**config.mk**
```make
export PLATFORM = sky130hd
export DESIGN_NAME = bpfla_ram
export DESIGN_NICKNAME = d
export VERILOG_FILES = /design/src/bpfla_ram.sv
export SDC_FILE = /design/constraint.sdc
export NUM_CORES = 1
export LEC_CHECK = 0
export BUFFER_PORTS_ARGS = -buffer_cell sky130_fd_sc_hd__buf_4
export CORE_MARGIN = 2
export CORE_UTILIZATION = 40
export DETAILED_ROUTE_END_ITERATION = 10
export GPL_ROUTABILITY_DRIVEN = 0
export HOLD_SLACK_MARGIN = 0.05
export PLACE_DENSITY = 0.61
export SLEW_MARGIN = 20
export SYNTH_ARGS = -nofsm -noshare
export SYNTH_HDL_FRONTEND = slang
export SYNTH_SLANG_ARGS = --single-unit
```
**constraint.sdc**
```tcl
create_clock -name clk -period 1.55 [get_ports clk]
set_input_delay 0 -clock clk [delete_from_list [all_inputs] [get_ports clk]]
set_output_delay 0 -clock clk [all_outputs]
set_load 0.005 [all_outputs]
```
**src/bpfla_ram.sv**
```systemverilog
// Generic single write port RAM with registered read.
`default_nettype none
module bpfla_ram #(
	parameter int unsigned WIDTH = 8,
	parameter int unsigned DEPTH = 16
) (
	input  wire logic                     clk,
	input  wire logic                     wr_en,
	input  wire logic [$clog2(DEPTH)-1:0] wr_addr,
	input  wire logic [WIDTH-1:0]         wr_data,
	input  wire logic [$clog2(DEPTH)-1:0] rd_addr,
	output logic      [WIDTH-1:0]         rd_data
);

	logic [WIDTH-1:0] mem [DEPTH];

	always_ff @(posedge clk) begin
		if (wr_en) begin
			mem[wr_addr] <= wr_data;
		end
		rd_data <= mem[rd_addr];
	end

endmodule
`default_nettype wire

```
==> flow_results.org <==
** Cells and area
- Cells with a size suffix above 1 make up 29.7% of the layout.
- Leaving out fill and tap cells, the most frequent cell in the layout is sky130_fd_sc_hd__edfxtp_1.
- After filler insertion, the fill cell instance count of the layout stands at 1030.
- Measured on the finished design, the core utilization comes to 50.2%.
- In the layout the commonest cells are sky130_fd_sc_hd__edfxtp_1, sky130_fd_sc_hd__buf_4, sky130_fd_sc_hd__mux4_2, sky130_fd_sc_hd__clkbuf_16, sky130_fd_sc_hd__a22oi_1.
- Compared with the post-synthesis result, the final layout area differs by 22.6%.
- Nets :: between 300 and 400
- The number of antenna diodes in the final layout is 0.

** STA
- For the pin with the worst max-slew slack, the measured transition is between 400 and 500 ps.
- Upper clock frequency limit :: 738 MHz
- The count of final max-slew check failures came to 0.
- After layout, the worst path uses between 80 and 90% of the clock period.
- Unrepaired setup endpoints after global routing :: false
- Min Clock Period, post-route :: 1360 ps
- Remaining max-slew budget at the tightest pin :: 70.0%
- The total count of hold-check failures in the final report came to 0.
- Clock skew :: 6.17 ps
- Endpoints failing setup :: 0
- After routing, the total negative slack on setup checks comes to 0 ps.

** Synthesis
- The synthesized design contains ~140 register bits.
- Mean instance size in the synthesized netlist :: 22.5 um2
- Number of distinct library cells after synthesis :: 19
- Summing every instance area after synthesis gives 0.00515 mm2.
- Summing the sequential cell areas from Yosys gives between 70% and 80% of the chip area.
- Synthesis produced a netlist with a net count of roughly 250.
- The cell count after synthesis came out at 229.
- Of all cell types, the one taking the most synthesized area is sky130_fd_sc_hd__edfxtp_1.
- Area share of the largest cell type after synthesis :: 74.7%
- For this run, the number of Yosys warnings is 0.
- Ranked by total cell area, the synthesized netlist is headed by sky130_fd_sc_hd__edfxtp_1, sky130_fd_sc_hd__mux4_2, sky130_fd_sc_hd__mux4_1.

** Floorplan
- In this run the standard cell core region covers 0.0126 mm2.
- Area of the die :: 0.0138 mm2
- After floorplanning, the core was divided into 41 placement rows.
- Number of primary I/O pins :: 26
- From bottom edge to top edge, the die measures 117 um.
- Once the floorplan was initialized, standard cells occupied about two fifths of the core.
- Measured along the x axis, the die boundary spans between 100 and 150 um.

** Setup path
- The worst setup path is launched from a flip-flop.
- Kind of critical path :: reg2reg
- Crit path capture type :: flip-flop
- Worst flop-to-flop path endpoint :: rd_data[1]
- Along the worst path, the maximum fanout reaches 1.
- STA puts the critical path data arrival time at approximately 1700 ps.
- For the worst flop-to-flop path, the logic depth is 3.
- The setup check on the worst reg-to-reg path leaves a slack of roughly 200 ps.
- Required arrival time at the worst endpoint :: 1840 ps
- The worst register-to-register path begins at mem[9][1].

** Detailed routing
- Vias after detailed routing :: 2427
- The detailed router finished its first iteration with 179 violations.
- The first TritonRoute pass finished after 4 iterations.
- In the routed layout, each cell is associated on average with a via count of 5.08.
- After detailed routing, the total wire length is about 9600 um.
- Dividing the detail-routed wire length by the instance count gives between 15 and 20 um.
- The detail route stage leaves a number of antenna-violating nets equal to 0.
- Remaining routing DRC violations :: 0

** Global route
- Remaining global-route overflow :: 0
- Global routing consumed, over all layers together, about 15% of the routing resources.
- Entering global routing, the biggest net connects 22 pins.
- Number of antenna violations at the first check in global routing :: 0
- The via count of the first global-routing pass was 2510.
- Wire length of the first global-routing pass :: 14700 um

** Clock tree
- Number of clock sinks :: between 100 and 150
- At the later pin of the worst-skew pair, clock insertion delay measures 410 ps.
- Post-CTS repair changed the size of 0 cells.
- Clock slew at reported path FFs :: 50 ps
- CTS tree :: done
- Maximum number of buffers from clock root to sink :: 2
- The H-tree generated during clock tree synthesis spans 4 levels.
- Cts bufs inserted :: 17
- In this run the clock root is driven by a sky130_fd_sc_hd__clkbuf_16.
- Number of setup buffers added after CTS :: 0

** Power
- Across the VDD grid, the largest voltage drop is ~0.0007 V.
- The analysis attributes to net switching a power of 1.59 mW.
- Static Leak :: 2.15 nW
- Per report_power, the sequential group accounts for 49.9% of the total.
- Per report_power, the combinational group accounts for about 5% of the total.
- In this run, the clock network consumes between 40% and 50% of the power.
- Cell internal power was estimated by the tool at between 6 and 7 mW.
- Sw Ratio :: 19.2%
- Power spread over the standard cell area amounts to between 1000 and 1500 mW/mm2.

** Outcome
- Outcome :: completed

** Worst hold path
- For hold timing, the worst endpoint is mem[0][4].
- Beginning of the worst hold path :: wr_addr[0]
- The worst hold path was traced through 3 stages.
- Worst Hold Class :: in2reg

** Place
- Detail Placement HPWL :: around 6000 um
- Port buffering added 25 buffers.

** Flow run
- The tool flagged a number of max-cap violations equal to 0.
==> worst max-delay path, stage by stage, from the launching register on <==
cell	delay, ps
sky130_fd_sc_hd__edfxtp_1	340
sky130_fd_sc_hd__mux4_1	520
sky130_fd_sc_hd__a22oi_1	290
sky130_fd_sc_hd__nand2_1	70
==> flip-flops by register name, indices dropped and copies added (netlist names) <==
register	cells
rd_data	8
mem	128
==> worst max path at each step <==
stage / start / end / slack [ps] / depth (start not counted)
global placement: rd_addr[0] / rd_data[1] / 140 / 5
CTS: mem[1][0] / rd_data[0] / 180 / 3
finish: mem[9][1] / rd_data[1] / 190 / 3
detailed placement: rd_addr[0] / rd_data[0] / 160 / 5
global route: mem[9][1] / rd_data[1] / 110 / 3
floorplan: wr_addr[2] / mem[0][0] / 60 / 2
==> cell usage after synthesis <==
cell type and number:
sky130_fd_sc_hd__dfxtp_1 8, sky130_fd_sc_hd__and2_1 1, sky130_fd_sc_hd__edfxtp_1 128, sky130_fd_sc_hd__mux4_2 18
sky130_fd_sc_hd__clkdlybuf4s25_2 3, sky130_fd_sc_hd__buf_4 1, sky130_fd_sc_hd__nand2_1 9, sky130_fd_sc_hd__nand3b_1 2
sky130_fd_sc_hd__nor2_1 13, sky130_fd_sc_hd__nand2b_1 2, sky130_fd_sc_hd__nor3_1 4, sky130_fd_sc_hd__nand3_1 1
sky130_fd_sc_hd__buf_6 3, sky130_fd_sc_hd__and2b_1 1, sky130_fd_sc_hd__mux4_1 14, sky130_fd_sc_hd__or3b_2 1
sky130_fd_sc_hd__a22oi_1 16, sky130_fd_sc_hd__nor2b_1 1, sky130_fd_sc_hd__buf_2 3
==> power groups by stage <==
stage / sequential [mW] / combinational (mW) / clock, mW
6_report: 4.14 / 0.426 / 3.73
5_1_grt: 4.14 / 0.467 / 3.93
4_1_cts: 4.14 / 0.438 / 3.80
3_5_place_dp: 4.21 / 0.420 / 0
3_3_place_gp: 4.21 / 0.414 / 0
2_1_floorplan: 4.21 / 0.209 / 0
==> area by class of cell <==
type	count	area [um2]	share of cell area [%]
repair buffers	55	483	7.65
flip-flops and latches	136	4000	63.4
well taps	172	215	3.41
clock buffers	28	507	8.03
multi-input cells	83	1060	16.8
clock inverters	4	45.0	0.714
==> kinds of logic (layout without fill, tap and decap cells) <==
group           Yosys count  count (layout)  share of synthesized area, %
simple gates             35              35                          3.18
buf+inv                  10              87                          1.68
compound gates           16              16                          2.33
flops                   136             136                          77.8
mux                      32              32                          15.0
==> through the flow <==
stage	instance area, um2	std cells	setup slack [ps]	hold slack [ps]	total power, mW
after floorplan	5150	229	57.1	98.9	4.42
after global placement	5680	438	140	305	4.62
after detailed placement	5680	438	158	314	4.63
after CTS	6310	478	177	90.6	8.37
after global routing	6310	478	114	118	8.54
final	6310	478	195	105	8.29
==> per-layer routing <==
layer  wire length [um]  up-vias  track usage (%)
met5                  0        -                0
met4                169        0             6.78
met3                336       14             3.89
met2               4860       53             24.2
met1               4190     1261             18.8
li1                   -     1099                -
==> timing repair <==
item                                    CTS  global route
hold endpoints to repair                128             0
hold buffers                              8             0
endpoints found under the setup margin    0             0
(Power assumes the default switching activity.)
